--- src/sv/stl_pkg.sv ---
// shared types, constants and helper functions for the source text lexer
// no dependencies; imported by every other file of the block
`timescale 1ns / 1ps

package stl_pkg;

  localparam int POS_BITS      = 20;
  localparam int FIELD_BITS    = 20;
  localparam int CHAR_BITS     = 8;
  localparam int KEYWORD_CHARS = 6;
  localparam int KW_BITS       = KEYWORD_CHARS * CHAR_BITS;
  localparam int KW_COUNT      = 15;
  localparam int MAX_TOKENS    = 3;
  localparam int CNT_BITS      = $clog2(MAX_TOKENS + 1);
  localparam int KIND_BITS     = 6;

  typedef logic [POS_BITS-1:0]  pos_t;
  typedef logic [CHAR_BITS-1:0] char_t;
  typedef logic [KIND_BITS-1:0] tkind_t;

  // input word kinds
  localparam logic IN_BYTE = 1'b0;
  localparam logic IN_END  = 1'b1;

  typedef enum logic [3:0] {
    MODE_IDLE,
    MODE_IDENT,
    MODE_NUM,
    MODE_NUMDOT,
    MODE_FLOAT,
    MODE_STR,
    MODE_COMMENT,
    MODE_MINUS,
    MODE_EQ,
    MODE_BANG,
    MODE_GT,
    MODE_LT,
    MODE_SLASH
  } stl_mode_e;

  // token kinds
  localparam tkind_t TK_LET    = 6'd0;
  localparam tkind_t TK_OUT    = 6'd1;
  localparam tkind_t TK_IN     = 6'd2;
  localparam tkind_t TK_IF     = 6'd3;
  localparam tkind_t TK_ELIF   = 6'd4;
  localparam tkind_t TK_ELSE   = 6'd5;
  localparam tkind_t TK_MOD    = 6'd6;
  localparam tkind_t TK_INT_KW = 6'd7;
  localparam tkind_t TK_DOUBLE = 6'd8;
  localparam tkind_t TK_STRING = 6'd9;
  localparam tkind_t TK_BOOL   = 6'd10;
  localparam tkind_t TK_BOOLV  = 6'd11;
  localparam tkind_t TK_AND    = 6'd12;
  localparam tkind_t TK_OR     = 6'd13;
  localparam tkind_t TK_IDENT  = 6'd14;
  localparam tkind_t TK_INT    = 6'd15;
  localparam tkind_t TK_DEC    = 6'd16;
  localparam tkind_t TK_STR    = 6'd17;
  localparam tkind_t TK_EOL    = 6'd18;
  localparam tkind_t TK_EOF    = 6'd19;
  localparam tkind_t TK_UNK    = 6'd20;
  localparam tkind_t TK_PLUS   = 6'd21;
  localparam tkind_t TK_MINUS  = 6'd22;
  localparam tkind_t TK_ARROW  = 6'd23;
  localparam tkind_t TK_STAR   = 6'd24;
  localparam tkind_t TK_SLASH  = 6'd25;
  localparam tkind_t TK_ASSIGN = 6'd26;
  localparam tkind_t TK_EQEQ   = 6'd27;
  localparam tkind_t TK_BANG   = 6'd28;
  localparam tkind_t TK_NE     = 6'd29;
  localparam tkind_t TK_GT     = 6'd30;
  localparam tkind_t TK_GE     = 6'd31;
  localparam tkind_t TK_LT     = 6'd32;
  localparam tkind_t TK_LE     = 6'd33;
  localparam tkind_t TK_LARROW = 6'd34;
  localparam tkind_t TK_SEMI   = 6'd35;
  localparam tkind_t TK_LPAREN = 6'd36;
  localparam tkind_t TK_RPAREN = 6'd37;
  localparam tkind_t TK_LBRACE = 6'd38;
  localparam tkind_t TK_RBRACE = 6'd39;
  localparam tkind_t TK_COMMA  = 6'd40;
  localparam tkind_t NO_PAIR   = TK_UNK;

  // character codes
  localparam char_t CH_TAB    = 8'h09;
  localparam char_t CH_NL     = 8'h0A;
  localparam char_t CH_VT     = 8'h0B;
  localparam char_t CH_FF     = 8'h0C;
  localparam char_t CH_CR     = 8'h0D;
  localparam char_t CH_SPACE  = 8'h20;
  localparam char_t CH_BANG   = 8'h21;
  localparam char_t CH_QUOTE  = 8'h22;
  localparam char_t CH_LPAREN = 8'h28;
  localparam char_t CH_RPAREN = 8'h29;
  localparam char_t CH_STAR   = 8'h2A;
  localparam char_t CH_PLUS   = 8'h2B;
  localparam char_t CH_COMMA  = 8'h2C;
  localparam char_t CH_MINUS  = 8'h2D;
  localparam char_t CH_DOT    = 8'h2E;
  localparam char_t CH_SLASH  = 8'h2F;
  localparam char_t CH_D0     = 8'h30;
  localparam char_t CH_D9     = 8'h39;
  localparam char_t CH_SEMI   = 8'h3B;
  localparam char_t CH_LT     = 8'h3C;
  localparam char_t CH_EQ     = 8'h3D;
  localparam char_t CH_GT     = 8'h3E;
  localparam char_t CH_UA     = 8'h41;
  localparam char_t CH_UZ     = 8'h5A;
  localparam char_t CH_USCORE = 8'h5F;
  localparam char_t CH_LA     = 8'h61;
  localparam char_t CH_LZ     = 8'h7A;
  localparam char_t CH_LBRACE = 8'h7B;
  localparam char_t CH_RBRACE = 8'h7D;

  // keyword table, words right-aligned with zero fill
  localparam logic [KW_BITS-1:0] KW_WORD [KW_COUNT] = '{
    "let", "out", "in", "if", "elif", "else", "mod", "int",
    "double", "string", "bool", "true", "false", "and", "or"
  };
  localparam logic [3:0] KW_LEN [KW_COUNT] = '{
    4'd3, 4'd3, 4'd2, 4'd2, 4'd4, 4'd4, 4'd3, 4'd3,
    4'd6, 4'd6, 4'd4, 4'd4, 4'd5, 4'd3, 4'd2
  };
  localparam tkind_t KW_KIND [KW_COUNT] = '{
    TK_LET, TK_OUT, TK_IN, TK_IF, TK_ELIF, TK_ELSE, TK_MOD, TK_INT_KW,
    TK_DOUBLE, TK_STRING, TK_BOOL, TK_BOOLV, TK_BOOLV, TK_AND, TK_OR
  };

  typedef struct packed {
    tkind_t                kind;
    logic [FIELD_BITS-1:0] line;
    logic [FIELD_BITS-1:0] column;
    logic [FIELD_BITS-1:0] offset;
    logic [FIELD_BITS-1:0] length;
  } stl_token_t;

  // the tokens caused by one input word, in order
  typedef struct packed {
    stl_token_t [MAX_TOKENS-1:0] tok;
    logic [CNT_BITS-1:0]         count;
  } stl_group_t;

  function automatic pos_t sat_inc(input pos_t v);
    return (v != '1) ? v + POS_BITS'(1) : v;
  endfunction

  function automatic logic is_digit(input char_t c);
    return (c >= CH_D0) && (c <= CH_D9);
  endfunction

  function automatic logic is_alpha(input char_t c);
    return ((c >= CH_LA) && (c <= CH_LZ)) || ((c >= CH_UA) && (c <= CH_UZ));
  endfunction

  function automatic logic is_word(input char_t c);
    return is_alpha(c) || is_digit(c) || (c == CH_USCORE);
  endfunction

  function automatic logic is_blank(input char_t c);
    return (c == CH_SPACE) || (c == CH_TAB) || (c == CH_VT) || (c == CH_FF) ||
           (c == CH_CR);
  endfunction

  function automatic tkind_t kw_lookup(input logic [KW_BITS-1:0] kw_v, input pos_t run);
    tkind_t k;
    k = TK_IDENT;
    if (run <= POS_BITS'(KEYWORD_CHARS)) begin
      for (int i = 0; i < KW_COUNT; i++) begin
        if ((kw_v == KW_WORD[i]) && (run == POS_BITS'(KW_LEN[i]))) begin
          k = KW_KIND[i];
        end
      end
    end
    return k;
  endfunction

  function automatic tkind_t single_kind(input stl_mode_e m);
    tkind_t k;
    unique case (m)
      MODE_MINUS: k = TK_MINUS;
      MODE_EQ:    k = TK_ASSIGN;
      MODE_BANG:  k = TK_BANG;
      MODE_GT:    k = TK_GT;
      MODE_LT:    k = TK_LT;
      default:    k = TK_SLASH;
    endcase
    return k;
  endfunction

  function automatic tkind_t pair_kind(input stl_mode_e m, input char_t c);
    tkind_t k;
    k = NO_PAIR;
    unique case (m)
      MODE_MINUS: if (c == CH_GT) k = TK_ARROW;
      MODE_EQ:    if (c == CH_EQ) k = TK_EQEQ;
      MODE_BANG:  if (c == CH_EQ) k = TK_NE;
      MODE_GT:    if (c == CH_EQ) k = TK_GE;
      MODE_LT: begin
        if (c == CH_EQ) begin
          k = TK_LE;
        end else if (c == CH_MINUS) begin
          k = TK_LARROW;
        end
      end
      default: k = NO_PAIR;
    endcase
    return k;
  endfunction

  // tokens that a lone byte gives at once
  function automatic tkind_t char_kind(input char_t c);
    tkind_t k;
    unique case (c)
      CH_NL:     k = TK_EOL;
      CH_PLUS:   k = TK_PLUS;
      CH_STAR:   k = TK_STAR;
      CH_SEMI:   k = TK_SEMI;
      CH_LPAREN: k = TK_LPAREN;
      CH_RPAREN: k = TK_RPAREN;
      CH_LBRACE: k = TK_LBRACE;
      CH_RBRACE: k = TK_RBRACE;
      CH_COMMA:  k = TK_COMMA;
      default:   k = TK_UNK;
    endcase
    return k;
  endfunction

  // bytes that open a pending token
  function automatic logic starts_token(input char_t c);
    return is_digit(c) || is_alpha(c) || (c == CH_USCORE) || (c == CH_QUOTE) ||
           (c == CH_MINUS) || (c == CH_EQ) || (c == CH_BANG) || (c == CH_GT) ||
           (c == CH_LT) || (c == CH_SLASH);
  endfunction

endpackage

--- src/sv/stl_if.sv ---
// valid/ready channel interfaces: source bytes in, tokens out
// depends on stl_pkg
`timescale 1ns / 1ps

interface stl_char_if import stl_pkg::*; ();
  logic        valid;
  logic        ready;
  logic        kind;
  char_t       char_byte;

  modport source (output valid, output kind, output char_byte, input ready);
  modport sink   (input valid, input kind, input char_byte, output ready);
endinterface

interface stl_token_if import stl_pkg::*; ();
  logic                  valid;
  logic                  ready;
  tkind_t                token_kind;
  logic [FIELD_BITS-1:0] token_line;
  logic [FIELD_BITS-1:0] token_column;
  logic [FIELD_BITS-1:0] token_offset;
  logic [FIELD_BITS-1:0] token_length;
  logic                  last;

  modport source (output valid, output token_kind, output token_line, output token_column,
                  output token_offset, output token_length, output last, input ready);
  modport sink   (input valid, input token_kind, input token_line, input token_column,
                  input token_offset, input token_length, input last, output ready);
endinterface

--- src/sv/stl_scan_core.sv ---
// scan state machine: position counters, pending token and keyword buffer,
// plus the logic that turns one word into up to three tokens; depends on stl_pkg
`timescale 1ns / 1ps

module stl_scan_core import stl_pkg::*; (
  input  logic       clk_i,
  input  logic       rst_ni,
  input  logic       step_i,
  input  logic       kind_i,
  input  char_t      byte_i,
  output stl_group_t group_o
);

  stl_mode_e          mode_q, mode_d;
  pos_t               line_q, line_d;
  pos_t               col_q, col_d;
  pos_t               pos_q, pos_d;
  pos_t               soff_q, soff_d;
  pos_t               scol_q, scol_d;
  pos_t               run_q, run_d;
  logic [KW_BITS-1:0] kwb_q, kwb_d;

  logic       is_end;
  logic       used;
  tkind_t     pair;
  logic       pend_a, pend_b, pend_c;
  stl_token_t tok_a, tok_b, tok_c;

  assign is_end = (kind_i == IN_END);
  assign pair   = pair_kind(mode_q, byte_i);

  // does the pending token swallow this byte
  always_comb begin
    used = 1'b0;
    if (!is_end) begin
      unique case (mode_q)
        MODE_IDENT:   used = is_word(byte_i);
        MODE_NUM:     used = is_digit(byte_i) || (byte_i == CH_DOT);
        MODE_NUMDOT:  used = is_digit(byte_i);
        MODE_FLOAT:   used = is_digit(byte_i);
        MODE_STR:     used = 1'b1;
        MODE_COMMENT: used = (byte_i != CH_NL);
        MODE_IDLE:    used = 1'b0;
        MODE_SLASH:   used = (byte_i == CH_SLASH);
        default:      used = (pair != NO_PAIR);
      endcase
    end
  end

  // next state
  always_comb begin
    mode_d = mode_q;
    line_d = line_q;
    col_d  = col_q;
    pos_d  = pos_q;
    soff_d = soff_q;
    scol_d = scol_q;
    run_d  = run_q;
    kwb_d  = kwb_q;
    if (is_end) begin
      mode_d = MODE_IDLE;
      line_d = POS_BITS'(1);
      col_d  = POS_BITS'(1);
      pos_d  = '0;
      soff_d = '0;
      scol_d = POS_BITS'(1);
      run_d  = '0;
      kwb_d  = '0;
    end else begin
      unique case (mode_q)
        MODE_IDENT: begin
          if (used) begin
            if (run_q < POS_BITS'(KEYWORD_CHARS)) begin
              kwb_d = {kwb_q[KW_BITS-CHAR_BITS-1:0], byte_i};
            end
            run_d = sat_inc(run_q);
          end else begin
            mode_d = MODE_IDLE;
          end
        end
        MODE_NUM: begin
          if (is_digit(byte_i)) begin
            run_d = sat_inc(run_q);
          end else if (byte_i == CH_DOT) begin
            mode_d = MODE_NUMDOT;
          end else begin
            mode_d = MODE_IDLE;
          end
        end
        MODE_NUMDOT: begin
          if (used) begin
            run_d  = sat_inc(sat_inc(run_q));
            mode_d = MODE_FLOAT;
          end else begin
            mode_d = MODE_IDLE;
          end
        end
        MODE_FLOAT: begin
          if (used) begin
            run_d = sat_inc(run_q);
          end else begin
            mode_d = MODE_IDLE;
          end
        end
        MODE_STR: begin
          if (byte_i == CH_QUOTE) begin
            mode_d = MODE_IDLE;
          end else begin
            run_d = sat_inc(run_q);
          end
        end
        MODE_COMMENT: begin
          if (!used) mode_d = MODE_IDLE;
        end
        MODE_IDLE: mode_d = MODE_IDLE;
        default: begin
          mode_d = (mode_q == MODE_SLASH && used) ? MODE_COMMENT : MODE_IDLE;
        end
      endcase

      // byte not taken by a pending token may open a new one
      if (!used && !is_blank(byte_i) && (byte_i != CH_NL)) begin
        soff_d = pos_q;
        scol_d = col_q;
        if (is_digit(byte_i)) begin
          mode_d = MODE_NUM;
          run_d  = POS_BITS'(1);
        end else if (is_alpha(byte_i) || (byte_i == CH_USCORE)) begin
          mode_d = MODE_IDENT;
          kwb_d  = KW_BITS'(byte_i);
          run_d  = POS_BITS'(1);
        end else begin
          unique case (byte_i)
            CH_QUOTE: begin
              mode_d = MODE_STR;
              soff_d = sat_inc(pos_q);
              run_d  = '0;
            end
            CH_MINUS: mode_d = MODE_MINUS;
            CH_EQ:    mode_d = MODE_EQ;
            CH_BANG:  mode_d = MODE_BANG;
            CH_GT:    mode_d = MODE_GT;
            CH_LT:    mode_d = MODE_LT;
            CH_SLASH: mode_d = MODE_SLASH;
            default:  mode_d = MODE_IDLE;
          endcase
        end
      end

      if (byte_i == CH_NL) begin
        line_d = sat_inc(line_q);
        col_d  = POS_BITS'(1);
      end else begin
        col_d = sat_inc(col_q);
      end
      pos_d = sat_inc(pos_q);
    end
  end

  // tokens of this word
  always_comb begin
    // a two-char operator closes its pending token on the second byte
    pend_a = (mode_q != MODE_IDLE) && (mode_q != MODE_COMMENT) &&
             (is_end || !used || (pair != NO_PAIR) ||
              (mode_q == MODE_STR && byte_i == CH_QUOTE));
    pend_b = pend_a && (mode_q == MODE_NUMDOT);
    pend_c = is_end || (!used && !is_blank(byte_i) && !starts_token(byte_i));

    tok_a.line   = FIELD_BITS'(line_q);
    tok_a.column = FIELD_BITS'(scol_q);
    tok_a.offset = FIELD_BITS'(soff_q);
    tok_a.length = FIELD_BITS'(run_q);
    unique case (mode_q)
      MODE_IDENT:  tok_a.kind = kw_lookup(kwb_q, run_q);
      MODE_NUM:    tok_a.kind = TK_INT;
      MODE_NUMDOT: tok_a.kind = TK_INT;
      MODE_FLOAT:  tok_a.kind = TK_DEC;
      MODE_STR:    tok_a.kind = TK_STR;
      MODE_IDLE, MODE_COMMENT: tok_a.kind = TK_UNK;
      default: begin
        tok_a.kind   = used ? pair : single_kind(mode_q);
        tok_a.length = used ? FIELD_BITS'(2) : FIELD_BITS'(1);
      end
    endcase

    // the point that led no fraction
    tok_b.kind   = TK_UNK;
    tok_b.line   = FIELD_BITS'(line_q);
    tok_b.column = FIELD_BITS'((col_q > POS_BITS'(1)) ? col_q - POS_BITS'(1) : col_q);
    tok_b.offset = FIELD_BITS'((pos_q != '0) ? pos_q - POS_BITS'(1) : pos_q);
    tok_b.length = FIELD_BITS'(1);

    tok_c.kind   = is_end ? TK_EOF : char_kind(byte_i);
    tok_c.line   = FIELD_BITS'(line_q);
    tok_c.column = FIELD_BITS'(col_q);
    tok_c.offset = FIELD_BITS'(pos_q);
    tok_c.length = is_end ? '0 : FIELD_BITS'(1);

    group_o.tok[0] = pend_a ? tok_a : tok_c;
    group_o.tok[1] = pend_b ? tok_b : tok_c;
    group_o.tok[2] = tok_c;
    group_o.count  = CNT_BITS'(pend_a) + CNT_BITS'(pend_b) + CNT_BITS'(pend_c);
  end

  always_ff @(posedge clk_i or negedge rst_ni) begin
    if (!rst_ni) begin
      mode_q <= MODE_IDLE;
      line_q <= POS_BITS'(1);
      col_q  <= POS_BITS'(1);
      pos_q  <= '0;
      soff_q <= '0;
      scol_q <= POS_BITS'(1);
      run_q  <= '0;
      kwb_q  <= '0;
    end else if (step_i) begin
      mode_q <= mode_d;
      line_q <= line_d;
      col_q  <= col_d;
      pos_q  <= pos_d;
      soff_q <= soff_d;
      scol_q <= scol_d;
      run_q  <= run_d;
      kwb_q  <= kwb_d;
    end
  end

`ifndef ASSERT_OFF
  a_end_restarts: assert property (@(posedge clk_i) disable iff (!rst_ni)
    step_i && kind_i == IN_END |=>
      mode_q == MODE_IDLE && line_q == POS_BITS'(1) && pos_q == '0)
    else $error("scanner not back at start after end of source");

  a_end_gives_token: assert property (@(posedge clk_i) disable iff (!rst_ni)
    step_i && kind_i == IN_END |-> group_o.count != '0)
    else $error("end of source produced no tokens");

  a_newline_counts: assert property (@(posedge clk_i) disable iff (!rst_ni)
    step_i && kind_i == IN_BYTE && byte_i == CH_NL && line_q != '1 |=>
      col_q == POS_BITS'(1) && line_q == $past(line_q) + POS_BITS'(1))
    else $error("newline did not advance line counter");
`endif

endmodule

--- src/sv/stl_token_queue.sv ---
// result register: holds the token group of one word and hands the tokens out
// one per handshake, marking the final one; depends on stl_pkg and stl_if
`timescale 1ns / 1ps

module stl_token_queue import stl_pkg::*; (
  input  logic        clk_i,
  input  logic        rst_ni,
  input  logic        load_i,
  input  stl_group_t  group_i,
  output logic        free_o,
  stl_token_if.source token_o
);

  stl_token_t [MAX_TOKENS-1:0] tok_q;
  logic [CNT_BITS-1:0]         cnt_q;
  logic                        pop;

  assign pop    = token_o.valid && token_o.ready;
  // free once the final token of the group is leaving
  assign free_o = (cnt_q == '0) || (cnt_q == CNT_BITS'(1) && token_o.ready);

  assign token_o.valid        = (cnt_q != '0);
  assign token_o.last         = (cnt_q == CNT_BITS'(1));
  assign token_o.token_kind   = tok_q[0].kind;
  assign token_o.token_line   = tok_q[0].line;
  assign token_o.token_column = tok_q[0].column;
  assign token_o.token_offset = tok_q[0].offset;
  assign token_o.token_length = tok_q[0].length;

  always_ff @(posedge clk_i or negedge rst_ni) begin
    if (!rst_ni) begin
      cnt_q <= '0;
    end else if (load_i) begin
      cnt_q <= group_i.count;
    end else if (pop) begin
      cnt_q <= cnt_q - CNT_BITS'(1);
    end
  end

  always_ff @(posedge clk_i) begin
    if (load_i) begin
      tok_q <= group_i.tok;
    end else if (pop) begin
      for (int i = 0; i < MAX_TOKENS - 1; i++) begin
        tok_q[i] <= tok_q[i+1];
      end
    end
  end

`ifndef ASSERT_OFF
  a_load_when_free: assert property (@(posedge clk_i) disable iff (!rst_ni)
    load_i |-> free_o)
    else $error("token group loaded over undelivered tokens");

  a_load_shows: assert property (@(posedge clk_i) disable iff (!rst_ni)
    load_i && group_i.count != '0 |=> token_o.valid)
    else $error("loaded tokens not offered");

  a_drain_continues: assert property (@(posedge clk_i) disable iff (!rst_ni)
    pop && cnt_q > CNT_BITS'(1) |=> token_o.valid)
    else $error("token group cut short");
`endif

endmodule

--- src/sv/source_text_lexer_unit.sv ---
// source text lexer, top level: input register, scan core, token queue
// depends on stl_pkg, stl_if, stl_scan_core and stl_token_queue
//
// char_i takes one word per cycle while ready is high: a source byte (kind 0) or the end marker
// (kind 1). token_o gives tokens with kind, line, start column, byte offset
// and length; last marks the final token caused by one input word.
// An accepted word waits in the input register until the token queue is free,
// is then scanned and loaded, and its tokens are offered from the queue.
// Throughput: one word per cycle while each word gives at most one token and
// the receiver is ready. A word that gives more (up to three) holds the token
// port until they leave one per handshake; the single token port sets the rate.
// Words giving no token (blanks, characters inside a name) leave the port free.
// A stalled receiver holds the token group; one further word waits in the
// input register and char_i.ready drops until the group has drained.
// Reset empties both registers and sets line and column to one. The end
// marker flushes the pending token, gives end of file and restarts the count.
`timescale 1ns / 1ps

module source_text_lexer_unit import stl_pkg::*; (
  input  logic        clk_i,
  input  logic        rst_ni,
  stl_char_if.sink    char_i,
  stl_token_if.source token_o
);

  logic       in_valid_q;
  logic       in_kind_q;
  char_t      in_byte_q;
  logic       step;
  logic       free;
  stl_group_t group;

  assign step         = in_valid_q && free;
  assign char_i.ready = !in_valid_q || step;

  always_ff @(posedge clk_i or negedge rst_ni) begin
    if (!rst_ni) begin
      in_valid_q <= 1'b0;
    end else if (char_i.ready) begin
      in_valid_q <= char_i.valid;
    end
  end

  always_ff @(posedge clk_i) begin
    if (char_i.valid && char_i.ready) begin
      in_kind_q <= char_i.kind;
      in_byte_q <= char_i.char_byte;
    end
  end

  stl_scan_core u_core (
    .clk_i   (clk_i),
    .rst_ni  (rst_ni),
    .step_i  (step),
    .kind_i  (in_kind_q),
    .byte_i  (in_byte_q),
    .group_o (group)
  );

  stl_token_queue u_queue (
    .clk_i   (clk_i),
    .rst_ni  (rst_ni),
    .load_i  (step),
    .group_i (group),
    .free_o  (free),
    .token_o (token_o)
  );

endmodule

--- src/flat_wrapper.sv ---
// flat-port wrapper written by rule: the top's interface ports become plain ports
module source_text_lexer_unit_flat import stl_pkg::*;
  (clk_i, rst_ni, char_i_valid, char_i_kind, char_i_char_byte, char_i_ready, token_o_valid, token_o_token_kind, token_o_token_line, token_o_token_column, token_o_token_offset, token_o_token_length, token_o_last, token_o_ready);
  stl_char_if char_i_i ();
  stl_token_if token_o_i ();
  input  logic clk_i;
  input  logic rst_ni;
  input wire logic [$bits(char_i_i.valid)-1:0] char_i_valid;
  input wire logic [$bits(char_i_i.kind)-1:0] char_i_kind;
  input wire logic [$bits(char_i_i.char_byte)-1:0] char_i_char_byte;
  output wire logic [$bits(char_i_i.ready)-1:0] char_i_ready;
  output wire logic [$bits(token_o_i.valid)-1:0] token_o_valid;
  output wire logic [$bits(token_o_i.token_kind)-1:0] token_o_token_kind;
  output wire logic [$bits(token_o_i.token_line)-1:0] token_o_token_line;
  output wire logic [$bits(token_o_i.token_column)-1:0] token_o_token_column;
  output wire logic [$bits(token_o_i.token_offset)-1:0] token_o_token_offset;
  output wire logic [$bits(token_o_i.token_length)-1:0] token_o_token_length;
  output wire logic [$bits(token_o_i.last)-1:0] token_o_last;
  input wire logic [$bits(token_o_i.ready)-1:0] token_o_ready;
  assign char_i_i.valid = char_i_valid;
  assign char_i_i.kind = char_i_kind;
  assign char_i_i.char_byte = char_i_char_byte;
  assign char_i_ready = char_i_i.ready;
  assign token_o_valid = token_o_i.valid;
  assign token_o_token_kind = token_o_i.token_kind;
  assign token_o_token_line = token_o_i.token_line;
  assign token_o_token_column = token_o_i.token_column;
  assign token_o_token_offset = token_o_i.token_offset;
  assign token_o_token_length = token_o_i.token_length;
  assign token_o_last = token_o_i.last;
  assign token_o_i.ready = token_o_ready;
  source_text_lexer_unit u_core (.clk_i(clk_i), .rst_ni(rst_ni), .char_i(char_i_i), .token_o(token_o_i));
endmodule
--- config.mk ---
export PLATFORM = sky130hd
export DESIGN_NAME = source_text_lexer_unit_flat
export DESIGN_NICKNAME = d
export VERILOG_FILES = /design/src/sv/stl_pkg.sv /design/src/sv/stl_if.sv /design/src/sv/stl_scan_core.sv /design/src/sv/stl_token_queue.sv /design/src/sv/source_text_lexer_unit.sv /design/src/flat_wrapper.sv
export SDC_FILE = /design/constraint.sdc
export NUM_CORES = 1
export LEC_CHECK = 0
export BUFFER_PORTS_ARGS = -buffer_cell sky130_fd_sc_hd__buf_2
export CORE_MARGIN = 5
export CORE_UTILIZATION = 60
export DETAILED_ROUTE_END_ITERATION = 12
export HOLD_SLACK_MARGIN = 0.15
export PLACE_DENSITY = 0.78
export SETUP_SLACK_MARGIN = 0.05
export SLEW_MARGIN = 20
export SYNTH_ARGS = -nofsm -noshare
export SYNTH_HDL_FRONTEND = slang
export SYNTH_SLANG_ARGS = --single-unit
--- constraint.sdc ---
create_clock -name clk_i -period 6.1 [get_ports clk_i]
set_clock_uncertainty 0.2 [all_clocks]
set_input_delay 1.525 -clock clk_i [delete_from_list [all_inputs] [get_ports clk_i]]
set_output_delay 1.525 -clock clk_i [all_outputs]
set_load 0.05 [all_outputs]
==> results by group <==
Status
  • Outcome: completed

Clock network
  • Clock input transition at the sequential cells of the worst setup and hold paths: 60 ps
  • Setup Buffers After CTS: 0
  • Clock sink count: 404
  • Post-CTS sizing: 0
  • TritonCTS clock tree: yes
  • Worst skew pair latency: 580 ps
  • Cell at the root of the clock tree: sky130_fd_sc_hd__clkbuf_16
  • CTS max path bufs: 3
  • Maximum level of the CTS H-tree: 2
  • Count of hold buffers inserted by post-cts repair: 0
  • Number of clock buffers inserted by TritonCTS: 43

STA
  • Post-route setup slack: 1300 ps
  • Achievable clock frequency: 208 MHz
  • Setup-violating endpoint count in the final report: 0
  • Setup TNS: 0 ps
  • Period utilization: 0.787
  • Worst Tran Pin Value: 1060 ps
  • Setup repair after global routing missed its margin: false
  • Worst slew margin relative to its limit: 0.292
  • Final hold viol count: 0
  • Worst-case hold slack: 281 ps
  • Max-slew violations: 0
  • Post-layout minimum cycle time: 4800 ps

Placed design
  • Post-DP HPWL: 38500 µm
  • Gpl congestion: 0.980
  • Count of input and output buffers: 101
  • Worst setup slack before clock tree synthesis: 1480 ps

Setup path
  • Required time at the worst-slack endpoint: 6340 ps
  • Flop-to-flop setup slack: 1300 ps
  • Crit path DAT: 5040 ps
  • Worst r2r path cells: 9
  • Maximum net fanout on the critical path: 26
  • Category of the worst setup path capture point: register
  • Endpoint of the most critical register-to-register path: u_core.u_core.run_q[14]
  • Reg2reg start: u_core.in_byte_q[4]
  • Worst path slowest cell: sky130_fd_sc_hd__or4b_2
  • Crit-path max cell delay: 840 ps
  • Crit start category: register
  • WS Path Type: register to register
  • CP cell instances: or4b_2 -> o31ai_1 -> a32o_1 -> o31a_1 -> buf_4 -> o41a_1 -> nand2_1 -> or3_1 -> o311ai_0

Global routing
  • Routing usage on met2: 0.421
  • First-pass GRT wire length: 93100 µm
  • Grt total ovfl: 0
  • Most Used Layer, Global Route: met2
  • M3 GR Usage: 0.0490
  • Number of antenna violations at the first check in global routing: 0
  • Pin count of the biggest net entering global routing: 224
  • Global-route usage over all layers: 0.275
  • Vias in the first global route: 16782
  • Global Route met1 Usage: 0.411

Final layout
  • Fin nets: 2291
  • Inserted Diodes: 0
  • Post-synthesis to final-layout area growth: 6.34%
  • Share of layout cells above drive strength 1: 0.111

Power
  • Power consumption: 12.1 mW
  • Static Leak: 9.73 nW
  • Power density cells: 500 nW/µm²
  • Worst IR Drop VDD: 0.000529 V

Logic synthesis
  • Dominant cell by count in the synthesized netlist: sky130_fd_sc_hd__nand2_1
  • Part of the Yosys area used for sequential elements: 0.497
  • Cell count after synthesis: 2350
  • Async set-reset flop share out of synthesis: 0.433
  • Yosys reg bits: 404
  • Count of flip-flops with a built-in enable after synthesis: 229
  • Dominant cells by area after synthesis: sky130_fd_sc_hd__edfxtp_1 (30%), sky130_fd_sc_hd__dfrtp_1 (19%), sky130_fd_sc_hd__nand2_1 (6.4%)
  • Top cell type by total area after synthesis: sky130_fd_sc_hd__edfxtp_1
  • Mean post-synth cell area: 9.65 µm²
  • Ranking of synthesized cells by instance count: sky130_fd_sc_hd__nand2_1 (388), sky130_fd_sc_hd__edfxtp_1 (229), sky130_fd_sc_hd__o21ai_0 (189)
  • Post-synthesis cell type count: 105
  • Post-Syn Nets: 2378
  • Most frequently used flop master after synthesis: sky130_fd_sc_hd__edfxtp_1
  • Post-synthesis instance area: 22700 µm²
  • Synth warnings: 0
  • Proportion of netlist area held by the largest area contributor: 0.303

Floorplan
  • Number of top-level pins: 102
  • Number of core rows: 71
  • Core region area: 37500 µm²
  • Initial cell density of the core: 0.605
  • Height of the die: 204 µm
  • Die area: 41800 µm²
  • Width of the chip: 204 µm

Hold path
  • Hold worst-path end: u_core.u_core.soff_q[8]
  • Instance count along the most critical hold path: 2
  • HP Start: u_core.u_core.soff_q[8]
  • Worst hold-check path type: register to register

Route
  • Remaining routing DRC violations: 0
  • Routed wire length per instance: 20.7 µm
  • Number of vias after detailed routing: 17763
  • Vias/cell: 6.33
  • Aggregate routed wire length: 58200 µm
  • TritonRoute pass-1 iters: 6
  • Number of nets with antenna violations after routing: 0
  • Initial drt markers: 1948

Run
  • Max-cap violation count: 0
[registers in the layout, indices dropped and copies added (netlist names)]
name                                 count
u_core.u_core.scol_q                    20
u_core.u_queue.tok_q                   134
u_core.in_kind_q                         1
u_core.u_queue.token_o.token_kind        6
u_core.u_core.soff_q                    20
u_core.in_valid_q                        1
u_core.u_core.kwb_q                     48
u_core.u_queue.token_o.token_offset     20
u_core.u_queue.token_o.token_line       20
u_core.in_byte_q                         8
u_core.u_queue.token_o.token_column     20
u_core.u_core.pos_q                     20
u_core.u_queue.cnt_q                     2
u_core.u_core.mode_q                     4
u_core.u_core.col_q                     20
u_core.u_queue.token_o.token_length     20
u_core.u_core.run_q                     20
u_core.u_core.line_q                    20
[critical path: cells and delay by family (launching register included)]
kind / cells / cell delay (ps)
buffers and inverters: 1 / 350
AND/OR/NAND/NOR: 3 / 1980
flip-flops: 1 / 700
AO/OA/AOI/OAI: 5 / 1420
[through the flow]
| step | area [µm²] | utilization | std cells |
|---|---|---|---|
| 5_1_grt | 24100 | 0.643 | 2807 |
| 6_report | 24100 | 0.643 | 2807 |
| 4_1_cts | 24100 | 0.643 | 2807 |
| 2_1_floorplan | 22700 | - | 2350 |
| 3_3_place_gp | 22800 | 0.607 | 2729 |
| 3_5_place_dp | 22800 | 0.607 | 2729 |
[per-layer routing]
layer | up-vias | part of all wire
li1 | 8296 | -
met1 | 8623 | 0.45
met2 | 751 | 0.45
met3 | 93 | 0.073
met4 | 0 | 0.022
met5 | - | 0
[how the worst max path moves through the flow]
stage | from | slack [ps] | endpoint
after floorplan | token_o_ready | 490 | u_core.u_queue.tok_q[106]
after global placement | u_core.in_byte_q[4] | 1430 | u_core.u_core.run_q[14]
after detailed placement | token_o_ready | 1480 | u_core.u_core.run_q[14]
after CTS | u_core.in_byte_q[4] | 1450 | u_core.u_core.run_q[14]
after global routing | u_core.in_byte_q[4] | 1030 | u_core.u_core.run_q[14]
final | u_core.in_byte_q[4] | 1300 | u_core.u_core.run_q[14]
[power breakdown]
group | switching, mW | internal [mW] | total (mW) | leakage, nW
sequential | 0.575 | 4.16 | 4.73 | 4.69
combinational | 3.58 | 1.23 | 4.81 | 4.39
clock | 1.10 | 1.42 | 2.52 | 0.658
total | 5.26 | 6.80 | 12.1 | 9.73
[cell families after synthesis]
kind of cell,after synthesis,share of synthesized area
DFF,404,0.497
buffers and inverters,299,0.0672
xor gates and xnor gates,93,0.0359
adders and majority gates,15,0.00861
muxes,62,0.0277
and+or+nand+nor,942,0.208
AOI/OAI and AO/OA,535,0.156
[layout by cell type (no fill, tap or decap), types with 12 or more instances in the layout]
cell type / n
sky130_fd_sc_hd__nand2_1: 387
sky130_fd_sc_hd__edfxtp_1: 229
sky130_fd_sc_hd__o21ai_0: 189
sky130_fd_sc_hd__dfrtp_1: 172
sky130_fd_sc_hd__nor2_1: 146
sky130_fd_sc_hd__buf_2: 100
sky130_fd_sc_hd__a21oi_1: 90
sky130_fd_sc_hd__nor3_1: 67
sky130_fd_sc_hd__nand3_1: 64
sky130_fd_sc_hd__mux2i_1: 57
sky130_fd_sc_hd__a22o_1: 51
sky130_fd_sc_hd__xor2_1: 48
sky130_fd_sc_hd__xnor2_1: 45
sky130_fd_sc_hd__clkbuf_16: 43
sky130_fd_sc_hd__nand4_1: 42
sky130_fd_sc_hd__inv_1: 34
sky130_fd_sc_hd__nor4_1: 30
sky130_fd_sc_hd__and2_1: 29
sky130_fd_sc_hd__nor2b_1: 29
sky130_fd_sc_hd__buf_4: 26
sky130_fd_sc_hd__o31ai_1: 24
sky130_fd_sc_hd__and3_1: 19
sky130_fd_sc_hd__or3_1: 19
sky130_fd_sc_hd__a31oi_1: 18
sky130_fd_sc_hd__and4_1: 14
sky130_fd_sc_hd__ha_1: 14
sky130_fd_sc_hd__o22ai_1: 13
sky130_fd_sc_hd__a21o_1: 13
sky130_fd_sc_hd__clkinv_1: 12
sky130_fd_sc_hd__o211ai_1: 12
sky130_fd_sc_hd__or4_1: 12
[cell type report]
class,instances,area (µm²)
fill,3050,13400
sequential,404,11300
multi-input combinational,1647,9960
clock buffer,56,1180
timing repair buffer,130,767
tap,511,639
clock inverter,22,155
inverter,37,141
Note: power is estimated with default switching activity, not from simulation.
